**src/hdl/es2cdt_pkg.sv**
```systemverilog
// Shared widths, constants and reciprocal multipliers for the epoch-to-civil converter.
// No dependencies; imported by es2cdt_date, es2cdt_time and the top level.
package es2cdt_pkg;

    localparam int EPOCH_W = 38;
    localparam int DATE_W  = 27;
    localparam int TIME_W  = 18;
    localparam int DAYS_W  = 22;
    localparam int SOD_W   = 17;

    localparam logic [EPOCH_W-1:0] MAX_EPOCH = 38'd253402300799;

    // Stage counts: front split, then the date and time paths in parallel.
    localparam int SPLIT_STAGES = 3;
    localparam int PATH_STAGES  = 8;
    localparam int LATENCY      = SPLIT_STAGES + PATH_STAGES;

    localparam logic [21:0] SHIFT_TO_MARCH_ZERO = 22'd719468;
    localparam logic [21:0] DAYS_PER_ERA        = 22'd146097;

    // Exact floor division by multiply-high: m = ceil(2^(N+l) / d), l = ceil(log2 d),
    // valid for every N-bit dividend.
    // 31-bit seconds/128 divided by 675 (86400 = 128 * 675)
    localparam logic [31:0] RECIP_DAY   = 32'(((64'd1 << 41) + 64'd674) / 64'd675);
    // 22-bit shifted day count divided by days per 400 years
    localparam logic [22:0] RECIP_ERA   = 23'(((64'd1 << 40) + 64'd146096) / 64'd146097);
    // 18-bit day of era divided by 1460
    localparam logic [18:0] RECIP_1460  = 19'(((64'd1 << 29) + 64'd1459) / 64'd1460);
    // 18-bit value divided by 365
    localparam logic [18:0] RECIP_YEAR  = 19'(((64'd1 << 27) + 64'd364) / 64'd365);
    // 11-bit value divided by 153
    localparam logic [11:0] RECIP_MONTH = 12'(((64'd1 << 19) + 64'd152) / 64'd153);
    // 17-bit seconds of day divided by 60
    localparam logic [17:0] RECIP_MIN   = 18'(((64'd1 << 23) + 64'd59) / 64'd60);
    // 11-bit minutes of day divided by 60
    localparam logic [11:0] RECIP_HOUR  = 12'(((64'd1 << 17) + 64'd59) / 64'd60);

    // Day of the March-based year on which month index mp starts: (153*mp + 2) / 5
    function automatic logic [8:0] month_start(input logic [3:0] mp);
        logic [8:0] r;
        case (mp)
            4'd0:    r = 9'd0;
            4'd1:    r = 9'd31;
            4'd2:    r = 9'd61;
            4'd3:    r = 9'd92;
            4'd4:    r = 9'd122;
            4'd5:    r = 9'd153;
            4'd6:    r = 9'd184;
            4'd7:    r = 9'd214;
            4'd8:    r = 9'd245;
            4'd9:    r = 9'd275;
            4'd10:   r = 9'd306;
            4'd11:   r = 9'd337;
            default: r = 9'd0;
        endcase
        return r;
    endfunction

endpackage

```
**src/hdl/es2cdt_date.sv**
```systemverilog
// Day count since 1970-01-01 to packed YYYYMMDD, eight register stages.
// Depends on es2cdt_pkg.
module es2cdt_date (
    input  logic                           clk,
    input  logic                           rst_n,
    input  logic                           vld,
    input  logic [es2cdt_pkg::DAYS_W-1:0]  days,
    output logic                           date_vld,
    output logic [es2cdt_pkg::DATE_W-1:0]  date_code
);
    import es2cdt_pkg::*;

    logic [PATH_STAGES-1:0] vld_reg;

    // stage 1: shift to a March-based calendar, era estimate
    logic [21:0] z_next, z_reg;
    logic [44:0] eprod_next, eprod_reg;
    // stage 2: era and day of era
    logic [4:0]  era_next, era2_reg, era3_reg, era4_reg, era5_reg;
    logic [17:0] doe_next, doe2_reg, doe3_reg, doe4_reg;
    // stage 3: century and quadrennial corrections
    logic [36:0] qprod_next, qprod_reg;
    logic [2:0]  cent_next, cent_reg;
    logic        last_next, last_reg;
    // stage 4: year of era estimate
    logic [17:0] n_next;
    logic [36:0] yprod_next, yprod_reg;
    // stage 5: year of era, day of year
    logic [8:0]  yoe_next, yoe_reg;
    logic [1:0]  c100;
    logic [17:0] ydays;
    logic [8:0]  doy_next, doy5_reg, doy6_reg;
    // stage 6: month index estimate and base year
    logic [10:0] mv;
    logic [22:0] mprod_next, mprod_reg;
    logic [13:0] base_next, base_reg;
    // stage 7: day, month, year
    logic [3:0]  mp;
    logic [4:0]  day_next, day_reg;
    logic [3:0]  month_next, month_reg;
    logic [13:0] year_next, year_reg;
    // stage 8: packed code
    logic [DATE_W-1:0] code_next, code_reg;

    always_comb
    begin
        z_next     = days + SHIFT_TO_MARCH_ZERO;
        eprod_next = 45'(z_next) * 45'(RECIP_ERA);

        era_next   = eprod_reg[44:40];
        doe_next   = 18'(z_reg - 22'(era_next) * DAYS_PER_ERA);

        qprod_next = 37'(doe2_reg) * 37'(RECIP_1460);
        cent_next  = 3'(doe2_reg >= 18'd36524) + 3'(doe2_reg >= 18'd73048)
                   + 3'(doe2_reg >= 18'd109572) + 3'(doe2_reg >= 18'd146096);
        last_next  = (doe2_reg == 18'd146096);

        n_next     = doe3_reg - 18'(qprod_reg[36:29]) + 18'(cent_reg) - 18'(last_reg);
        yprod_next = 37'(n_next) * 37'(RECIP_YEAR);

        yoe_next   = yprod_reg[35:27];
        c100       = 2'(yoe_next >= 9'd100) + 2'(yoe_next >= 9'd200)
                   + 2'(yoe_next >= 9'd300);
        ydays      = 18'(yoe_next) * 18'd365 + 18'(yoe_next[8:2]) - 18'(c100);
        doy_next   = 9'(doe4_reg - ydays);

        mv         = 11'(doy5_reg) * 11'd5 + 11'd2;
        mprod_next = 23'(mv) * 23'(RECIP_MONTH);
        base_next  = 14'(yoe_reg) + 14'(era5_reg) * 14'd400;

        mp         = mprod_reg[22:19];
        day_next   = 5'(doy6_reg - month_start(mp) + 9'd1);
        month_next = (mp < 4'd10) ? (mp + 4'd3) : (mp - 4'd9);
        year_next  = base_reg + 14'(month_next <= 4'd2);

        code_next  = 27'(year_reg) * 27'd10000 + 27'(month_reg) * 27'd100
                   + 27'(day_reg);
    end

    always_ff @(posedge clk or negedge rst_n)
    begin
        if (!rst_n)
        begin
            vld_reg <= '0;
        end
        else
        begin
            vld_reg <= {vld_reg[PATH_STAGES-2:0], vld};
        end
    end

    always_ff @(posedge clk)
    begin
        z_reg     <= z_next;
        eprod_reg <= eprod_next;
        era2_reg  <= era_next;
        doe2_reg  <= doe_next;
        qprod_reg <= qprod_next;
        cent_reg  <= cent_next;
        last_reg  <= last_next;
        doe3_reg  <= doe2_reg;
        era3_reg  <= era2_reg;
        yprod_reg <= yprod_next;
        doe4_reg  <= doe3_reg;
        era4_reg  <= era3_reg;
        yoe_reg   <= yoe_next;
        doy5_reg  <= doy_next;
        era5_reg  <= era4_reg;
        mprod_reg <= mprod_next;
        doy6_reg  <= doy5_reg;
        base_reg  <= base_next;
        day_reg   <= day_next;
        month_reg <= month_next;
        year_reg  <= year_next;
        code_reg  <= code_next;
    end

    assign date_vld  = vld_reg[PATH_STAGES-1];
    assign date_code = code_reg;

endmodule

```
**src/hdl/es2cdt_time.sv**
```systemverilog
// Seconds of day to packed HHMMSS, eight register stages to match the date path.
// Depends on es2cdt_pkg.
module es2cdt_time (
    input  logic                           clk,
    input  logic                           rst_n,
    input  logic                           vld,
    input  logic [es2cdt_pkg::SOD_W-1:0]   sod,
    output logic                           time_vld,
    output logic [es2cdt_pkg::TIME_W-1:0]  time_code
);
    import es2cdt_pkg::*;

    localparam int DLY = PATH_STAGES - 4;

    logic [PATH_STAGES-1:0] vld_reg;

    logic [34:0]       mprod_next, mprod_reg;
    logic [SOD_W-1:0]  sod_reg;
    logic [10:0]       mtot_next, mtot2_reg, mtot3_reg;
    logic [5:0]        ss_next, ss2_reg, ss3_reg, ss4_reg;
    logic [22:0]       hprod_next, hprod_reg;
    logic [4:0]        hh_next, hh_reg;
    logic [5:0]        mm_next, mm_reg;
    logic [TIME_W-1:0] code_next;
    // trailing delay to line up with the date word
    logic [TIME_W-1:0] code_reg [DLY];

    always_comb
    begin
        mprod_next = 35'(sod) * 35'(RECIP_MIN);
        mtot_next  = mprod_reg[33:23];
        ss_next    = 6'(sod_reg - 17'(mtot_next) * 17'd60);
        hprod_next = 23'(mtot2_reg) * 23'(RECIP_HOUR);
        hh_next    = hprod_reg[21:17];
        mm_next    = 6'(mtot3_reg - 11'(hh_next) * 11'd60);
        code_next  = 18'(hh_reg) * 18'd10000 + 18'(mm_reg) * 18'd100 + 18'(ss4_reg);
    end

    always_ff @(posedge clk or negedge rst_n)
    begin
        if (!rst_n)
        begin
            vld_reg <= '0;
        end
        else
        begin
            vld_reg <= {vld_reg[PATH_STAGES-2:0], vld};
        end
    end

    always_ff @(posedge clk)
    begin
        mprod_reg <= mprod_next;
        sod_reg   <= sod;
        mtot2_reg <= mtot_next;
        ss2_reg   <= ss_next;
        hprod_reg <= hprod_next;
        mtot3_reg <= mtot2_reg;
        ss3_reg   <= ss2_reg;
        hh_reg    <= hh_next;
        mm_reg    <= mm_next;
        ss4_reg   <= ss3_reg;
        code_reg[0] <= code_next;
        for (int i = 1; i < DLY; i++)
        begin
            code_reg[i] <= code_reg[i-1];
        end
    end

    assign time_vld  = vld_reg[PATH_STAGES-1];
    assign time_code = code_reg[DLY-1];

endmodule

```
**src/hdl/epoch_seconds_to_civil_date_time.sv**
```systemverilog
// Top level: epoch seconds to packed Gregorian date and time of day.
// Depends on es2cdt_pkg, es2cdt_date and es2cdt_time.

// Fully pipelined converter: one word may be started in every clock cycle and
// busy never rises. Each word comes out with done high for a single cycle; the
// pipeline depth is set by the date path, whose chain of reciprocal multiplies
// turns the day count into year, month and day. Results leave in the order
// words were started and cannot be held off. Times past the last second of
// year 9999 give 99991231 / 235959.
module epoch_seconds_to_civil_date_time (
    input  logic                           clk,
    input  logic                           rst_n,
    input  logic                           start,
    output logic                           busy,
    input  logic [es2cdt_pkg::EPOCH_W-1:0] epoch_seconds,
    output logic                           done,
    output logic [es2cdt_pkg::DATE_W-1:0]  date_code,
    output logic [es2cdt_pkg::TIME_W-1:0]  time_code
);
    import es2cdt_pkg::*;

    logic [SPLIT_STAGES-1:0] vld_reg;

    logic [EPOCH_W-1:0] t_next, t_reg;
    logic [30:0]        x_next, x_reg;
    logic [6:0]         lo_reg;
    logic [62:0]        prod_next, prod_reg;
    logic [DAYS_W-1:0]  days_next, days_reg;
    logic [31:0]        rem_full;
    logic [SOD_W-1:0]   sod_next, sod_reg;
    logic               date_vld;
    logic               time_vld;

    // 86400 = 128 * 675: the low seven bits ride along, the rest divides by 675
    always_comb
    begin
        t_next    = (epoch_seconds > MAX_EPOCH) ? MAX_EPOCH : epoch_seconds;
        x_next    = t_reg[EPOCH_W-1:7];
        prod_next = 63'(x_next) * 63'(RECIP_DAY);
        days_next = prod_reg[62:41];
        rem_full  = 32'(x_reg) - 32'(days_next) * 32'd675;
        sod_next  = {rem_full[9:0], lo_reg};
    end

    always_ff @(posedge clk or negedge rst_n)
    begin
        if (!rst_n)
        begin
            vld_reg <= '0;
        end
        else
        begin
            vld_reg <= {vld_reg[SPLIT_STAGES-2:0], start};
        end
    end

    always_ff @(posedge clk)
    begin
        t_reg    <= t_next;
        x_reg    <= x_next;
        lo_reg   <= t_reg[6:0];
        prod_reg <= prod_next;
        days_reg <= days_next;
        sod_reg  <= sod_next;
    end

    es2cdt_date u_date (
        .clk       (clk),
        .rst_n     (rst_n),
        .vld       (vld_reg[SPLIT_STAGES-1]),
        .days      (days_reg),
        .date_vld  (date_vld),
        .date_code (date_code)
    );

    es2cdt_time u_time (
        .clk       (clk),
        .rst_n     (rst_n),
        .vld       (vld_reg[SPLIT_STAGES-1]),
        .sod       (sod_reg),
        .time_vld  (time_vld),
        .time_code (time_code)
    );

    assign busy = 1'b0;
    assign done = date_vld;

    // the two paths must stay in lock step
    a_paths_aligned: assert property (@(posedge clk) disable iff (!rst_n)
        date_vld == time_vld)
        else $error("date and time paths out of step");

    a_latency: assert property (@(posedge clk) disable iff (!rst_n)
        start |-> ##(LATENCY) done)
        else $error("word started but no result after pipeline latency");

    a_date_range: assert property (@(posedge clk) disable iff (!rst_n)
        done |-> (date_code >= 27'd19700101 && date_code <= 27'd99991231))
        else $error("date code out of range");

    a_time_range: assert property (@(posedge clk) disable iff (!rst_n)
        done |-> (time_code <= 18'd235959))
        else $error("time code out of range");

endmodule
```
**config.mk**
```make
export PLATFORM = sky130hd
export DESIGN_NAME = epoch_seconds_to_civil_date_time
export DESIGN_NICKNAME = d
export VERILOG_FILES = /design/src/hdl/es2cdt_pkg.sv /design/src/hdl/es2cdt_date.sv /design/src/hdl/es2cdt_time.sv /design/src/hdl/epoch_seconds_to_civil_date_time.sv
export SDC_FILE = /design/constraint.sdc
export NUM_CORES = 2
export LEC_CHECK = 0
export BUFFER_PORTS_ARGS = -buffer_cell sky130_fd_sc_hd__buf_2
export CAP_MARGIN = 25
export CORE_ASPECT_RATIO = 2
export CORE_MARGIN = 8
export CORE_UTILIZATION = 55
export CTS_BUF_LIST = sky130_fd_sc_hd__clkbuf_16
export CTS_CLUSTER_SIZE = 8
export DETAILED_ROUTE_END_ITERATION = 12
export PLACE_DENSITY = 0.83
export SYNTH_ARGS = -nofsm -noshare
export SYNTH_HDL_FRONTEND = slang
export SYNTH_HIERARCHICAL = 1
export SYNTH_SLANG_ARGS = --single-unit
export TNS_END_PERCENT = 100
```
**constraint.sdc**
```tcl
create_clock -name clk -period 28.9 [get_ports clk]
set_clock_uncertainty 0.05 [all_clocks]
set_input_delay 1.445 -clock clk [delete_from_list [all_inputs] [get_ports clk]]
set_output_delay 1.445 -clock clk [all_outputs]
set_load 0.02 [all_outputs]
```
# Word-level counts from Yosys, hierarchy flattened
# Memories as Yosys holds them, arrays and structs flattened. A register that Yosys moved wholly into a read port is not among the register bits.
# Index checks and enable logic that the tools add are counted.
dict set report totals {
  mem_bits_ro 144
  in_bits 41
  output_inout_bits 47
  ramBits 72
  mem_count 2
  word_cells 99
  ff_bits 584
}
dict set report op_classes {
  muxes 1
  n_eq_ne 1
  mul 18
  addsub 27
  magnitude_cmp 10
}
# name depth word_bits read_ports rd_clocked_by_memory_dff wr line_no
set mem_list {}
lappend mem_list {{(name not given)} 16 9 1 1 0 es2cdt_pkg.sv:41} ;# case (mp)
lappend mem_list {u_time.code_reg 4 18 4 0 4 es2cdt_time.sv:26} ;# logic [TIME_W-1:0] code_reg [DLY];
# cell count
set ops {}
lappend ops {{multiplier 31 x 32 -> 63 bit, second input constant} 1}
lappend ops {{multiplier 22 x 22 -> 44 bit, second input constant} 1}
lappend ops {{> comparator 38 bit, second input constant} 1}
lappend ops {{>= comparator 18 x 17 -> 1 bit, second input constant} 2}
lappend ops {{multiplier 17 x 18 -> 34 bit, second input constant} 1}
lappend ops {{multiplier 18 x 16 -> 34 bit, second input constant} 1}
lappend ops {{multiplier 18 x 16 -> 33 bit, second input constant} 1}
lappend ops {{adder 27 x 11 -> 27 bit} 1}
lappend ops {{adder 27 x 5 -> 27 bit} 1}
lappend ops {{multiplier 11 x 12 -> 23 bit, second input constant} 1}
lappend ops {{multiplier 14 x 10 -> 23 bit, second input constant} 1}
lappend ops {{adder 22 x 20 -> 22 bit, second input constant} 1}
lappend ops {{multiplier 11 x 12 -> 22 bit, second input constant} 1}
lappend ops {{multiplier 22 x 10 -> 10 bit, second input constant} 1}
lappend ops {{adder 18 x 13 -> 18 bit} 1}
lappend ops {{adder 18 x 3 -> 18 bit} 1}
lappend ops {{adder 18 x 6 -> 18 bit} 1}
lappend ops {{== test 18 bit, second input constant} 1}
lappend ops {{>= comparator 18 x 16 -> 1 bit, second input constant} 1}
lappend ops {{>= comparator 18 bit, second input constant} 1}
lappend ops {{multiplier 5 x 18 -> 18 bit, second input constant} 1}
lappend ops {{subtractor 18 x 1 -> 18 bit} 1}
lappend ops {{subtractor 18 bit} 1}
lappend ops {{subtractor 18 x 8 -> 18 bit} 1}
lappend ops {{other kinds (29)} 32}

# Depth between registers and ports, before layout
dict set report logic_depth {
  word_depth 5
  ltp_mapped 36
}

# Modules after synthesis
# Netlist, hierarchy kept.
# mod area_per_inst_um2 n_inst cells_per_inst
set by_module_without_submodules {}
lappend by_module_without_submodules {es2cdt_date 34013.9 1 3296}
lappend by_module_without_submodules {epoch_seconds_to_civil_date_time 18071.1 1 1763}
lappend by_module_without_submodules {es2cdt_time 9123.8 1 816}

# Least setup slack after synthesis
# OpenSTA, ideal clock, no wires.
dict set report synth_path {
  kind {reg-to-reg}
  startpoint {register u_date.doe3_reg[0]}
  endpoint {register u_date.yprod_reg[35]}
  setup_slack_ns 19.377
  path_stages_with_launch 35
  t_arrival_ns 9.344
  path_cell_list {dfxtp_1 -> fa_1 -> inv_1 -> fa_1 -> inv_1 -> ha_1 -> inv_1 -> fa_1 -> nor2b_1 -> o21a_1 -> o21ai_0 -> a21oi_1 -> o2111ai_1 -> a31oi_1 -> a41oi_1 -> mux2_2 -> a2111oi_0 -> fa_1 -> inv_1 -> ha_1 -> fa_1 -> inv_1 -> fa_1 -> inv_1 -> ha_1 -> ha_1 -> ha_1 -> and4_1 -> nand3_1 -> nor3_1 -> o41a_1 -> a31oi_1 -> a21oi_1 -> a31o_2 -> xnor3_1}
}
dict set report synth_between {
  elab_chain_cells 4
}
# element line_no
set synth_lines {}
lappend synth_lines {{start, declared} es2cdt_date.sv:20} ;# logic [17:0] doe_next, doe2_reg, doe3_reg, doe4_reg;
lappend synth_lines {{start signal, assigned} es2cdt_date.sv:101} ;# doe3_reg <= doe2_reg;
lappend synth_lines {{subtractor 18 x 8 -> 18 bit} es2cdt_date.sv:58} ;# n_next = doe3_reg - 18'(qprod_reg[36:29]) + 18'(cent_reg) - 18'(last_reg);
lappend synth_lines {{adder 18 x 3 -> 18 bit} es2cdt_date.sv:58}
lappend synth_lines {{subtractor 18 x 1 -> 18 bit} es2cdt_date.sv:58}
lappend synth_lines {{multiplier 18 x 16 -> 33 bit} es2cdt_date.sv:59} ;# yprod_next = 37'(n_next) * 37'(RECIP_YEAR);
lappend synth_lines {{via u_date.yprod_next[35]} es2cdt_date.sv:27} ;# logic [36:0] yprod_next, yprod_reg;
lappend synth_lines {{end signal, assigned} es2cdt_date.sv:103} ;# yprod_reg <= yprod_next;
lappend synth_lines {{end, declared} es2cdt_date.sv:27}
# The timed path passes the listed nets, and every way through them passes these cells.
# A chain may end at the register's enable or synchronous reset.

# Final worst setup path
# Same ends and word-level chain as after synthesis.

==> results.json <==
{
  "num_antenna_cells": 0,
  "insertion_delay_ns": 0.65,
  "grt_setup_unrepaired": "no",
  "cts_buffers": 70,
  "dr.pass1.iters": 5,
  "fp.dieH_um": 487,
  "worstSetupPathType": "flop to flop",
  "hold-path-cell-count": 0,
  "rows": 173,
  "wirelength_um": 132000,
  "antenna_found_initial": 2,
  "fmax_mhz": 110,
  "gr-usage-all-layers_pct": 22.5,
  "use_met2_pct": 39.6,
  "cp.arrival_ns": 9.55,
  "max-slew-margin-rel_pct": 31.5,
  "setup_viol": 0,
  "fin_setup_tns_ns": 0,
  "reg2reg_to": "u_date/yprod_reg[35]",
  "grt_max_degree": 35,
  "numPortBuffers": 86,
  "die_w_um": 252,
  "use_met1_pct": 26.8,
  "min-delay-start": "lo_reg[3]",
  "outcome": "completed",
  "reg2reg_slack_ns": 19.80,
  "area_growth_pct": 7.33,
  "syn_inst": 5867,
  "avgViaCountPerCell": 5.26,
  "min_to": "sod_reg[3]",
  "coreArea_um2": 111000,
  "drive_above_1_share_pct": 4.75,
  "syn_area_um2": 61000,
  "drt-initial-drc-count": 2160,
  "route.detailed.drc": 0,
  "cts_tree": "done",
  "grt-ovfl-total": 0,
  "critPathMaxStageDelay_ns": 0.55,
  "synth_warnings": 6,
  "gp_congestion": 0.962,
  "use_met3_pct": 3.47,
  "clockBufferDepth": 3,
  "hold_class": "flop to flop",
  "max_cap_viol_count": 0,
  "clock-sinks": 472,
  "start_util_pct": 55.2,
  "period_minus_slack_ns": 9.10,
  "post_cts_resized": 0,
  "postCtsSetupBuffers": 0,
  "layout.nets": 8472,
  "crit_path_frequent_cell": "fa_1",
  "hold_viol": 0,
  "grt_pass1_vias": 44500,
  "crit_fanout": 4,
  "num_vias": 39700,
  "dp_hpwl_um": 110000,
  "syn-num-nets": 8295,
  "fin_crit_sh_pct": 31.5,
  "io_pins": 88,
  "dieArea_um2": 122000,
  "grt_pass1_wl_um": 222000,
  "reg2reg_depth": 34,
  "slew_viol_final": 0,
  "clk_root_buffer_cell": "clkbuf_16",
  "layout_common_cells": "1552 x inv_1, 1542 x ha_1, 845 x fa_1",
  "endpoint_kind": "flop",
  "final_common_cell": "inv_1",
  "holdBufCountCts": 0,
  "largest_register_ffs": 72,
  "routedWlPerCell_um": 17.5,
  "cts_htree_levels": 3,
  "antenna_left": 0,
  "r2r-start": "u_date/doe3_reg[0]",
  "crit_slowest_cell": "fa_1",
  "tightest_slew_ns": 1.03,
  "cp-start-kind": "flop",
  "avgSynthCellArea_um2": 10.4,
  "top_usage_layer": "met2",
  "clkTransAtPathRegs_ns": 0.07,
  "crit_required_ns": 29.35
}
critical path, delay by kind of cell, from the launching register on:
| kind | cells | cell delay [ns] |
|---|---|---|
| adders and majority gates | 11 | 4.68 |
| AOI/OAI and AO/OA | 13 | 2.72 |
| xor gates and xnor gates | 2 | 0.54 |
| buffers and inverters | 6 | 0.35 |
| DFF | 1 | 0.33 |
| and+or+nand+nor | 2 | 0.28 |
metal layers:
metal | up-vias | routed length [um]
met2 | 980 | 65600
li1 | 19000 | -
met3 | 352 | 6560
met4 | 4 | 6440
met5 | - | 27
met1 | 19400 | 53100
worst max path at each step:
stage	start	to	slack, ns	depth (start not counted)
global placement	u_date/doe3_reg[0]	u_date/yprod_reg[35]	19.97	33
finish	u_date/doe3_reg[0]	u_date/yprod_reg[35]	19.80	34
global route	u_date/doe3_reg[0]	u_date/yprod_reg[35]	19.22	33
CTS	u_date/doe3_reg[0]	u_date/yprod_reg[35]	19.78	34
detailed placement	u_date/qprod_reg[29]	u_date/yprod_reg[35]	19.82	35
floorplan	u_date/doe3_reg[0]	u_date/yprod_reg[35]	19.38	34
cell type report:
class / instances / area (um^2)
clock buffers: 70 / 1750
clock inverters: 15 / 218
fillers: 8580 / 45100
inverters: 1548 / 5810
multi-input cells: 3829 / 45600
flip-flops and latches: 472 / 9500
well taps: 1487 / 1860
repair buffers: 123 / 704
through the flow:
step                      setup slack (ns)  util, %  hold WS [ns]  instance area, um^2  std cells
after floorplan                      19.38        -         0.260                61000       5867
after global placement               19.97     57.4         0.260                63500       7458
after detailed placement             19.82     57.4         0.262                63500       7459
after CTS                            19.78     59.2         0.251                65500       7544
after global routing                 19.22     59.2         0.257                65500       7544
final                                19.80     59.2         0.252                65500       7544
Power is left out: the tool's default activity adds up to more than one toggle a clock period on the data nets, which glitch-free logic cannot reach.
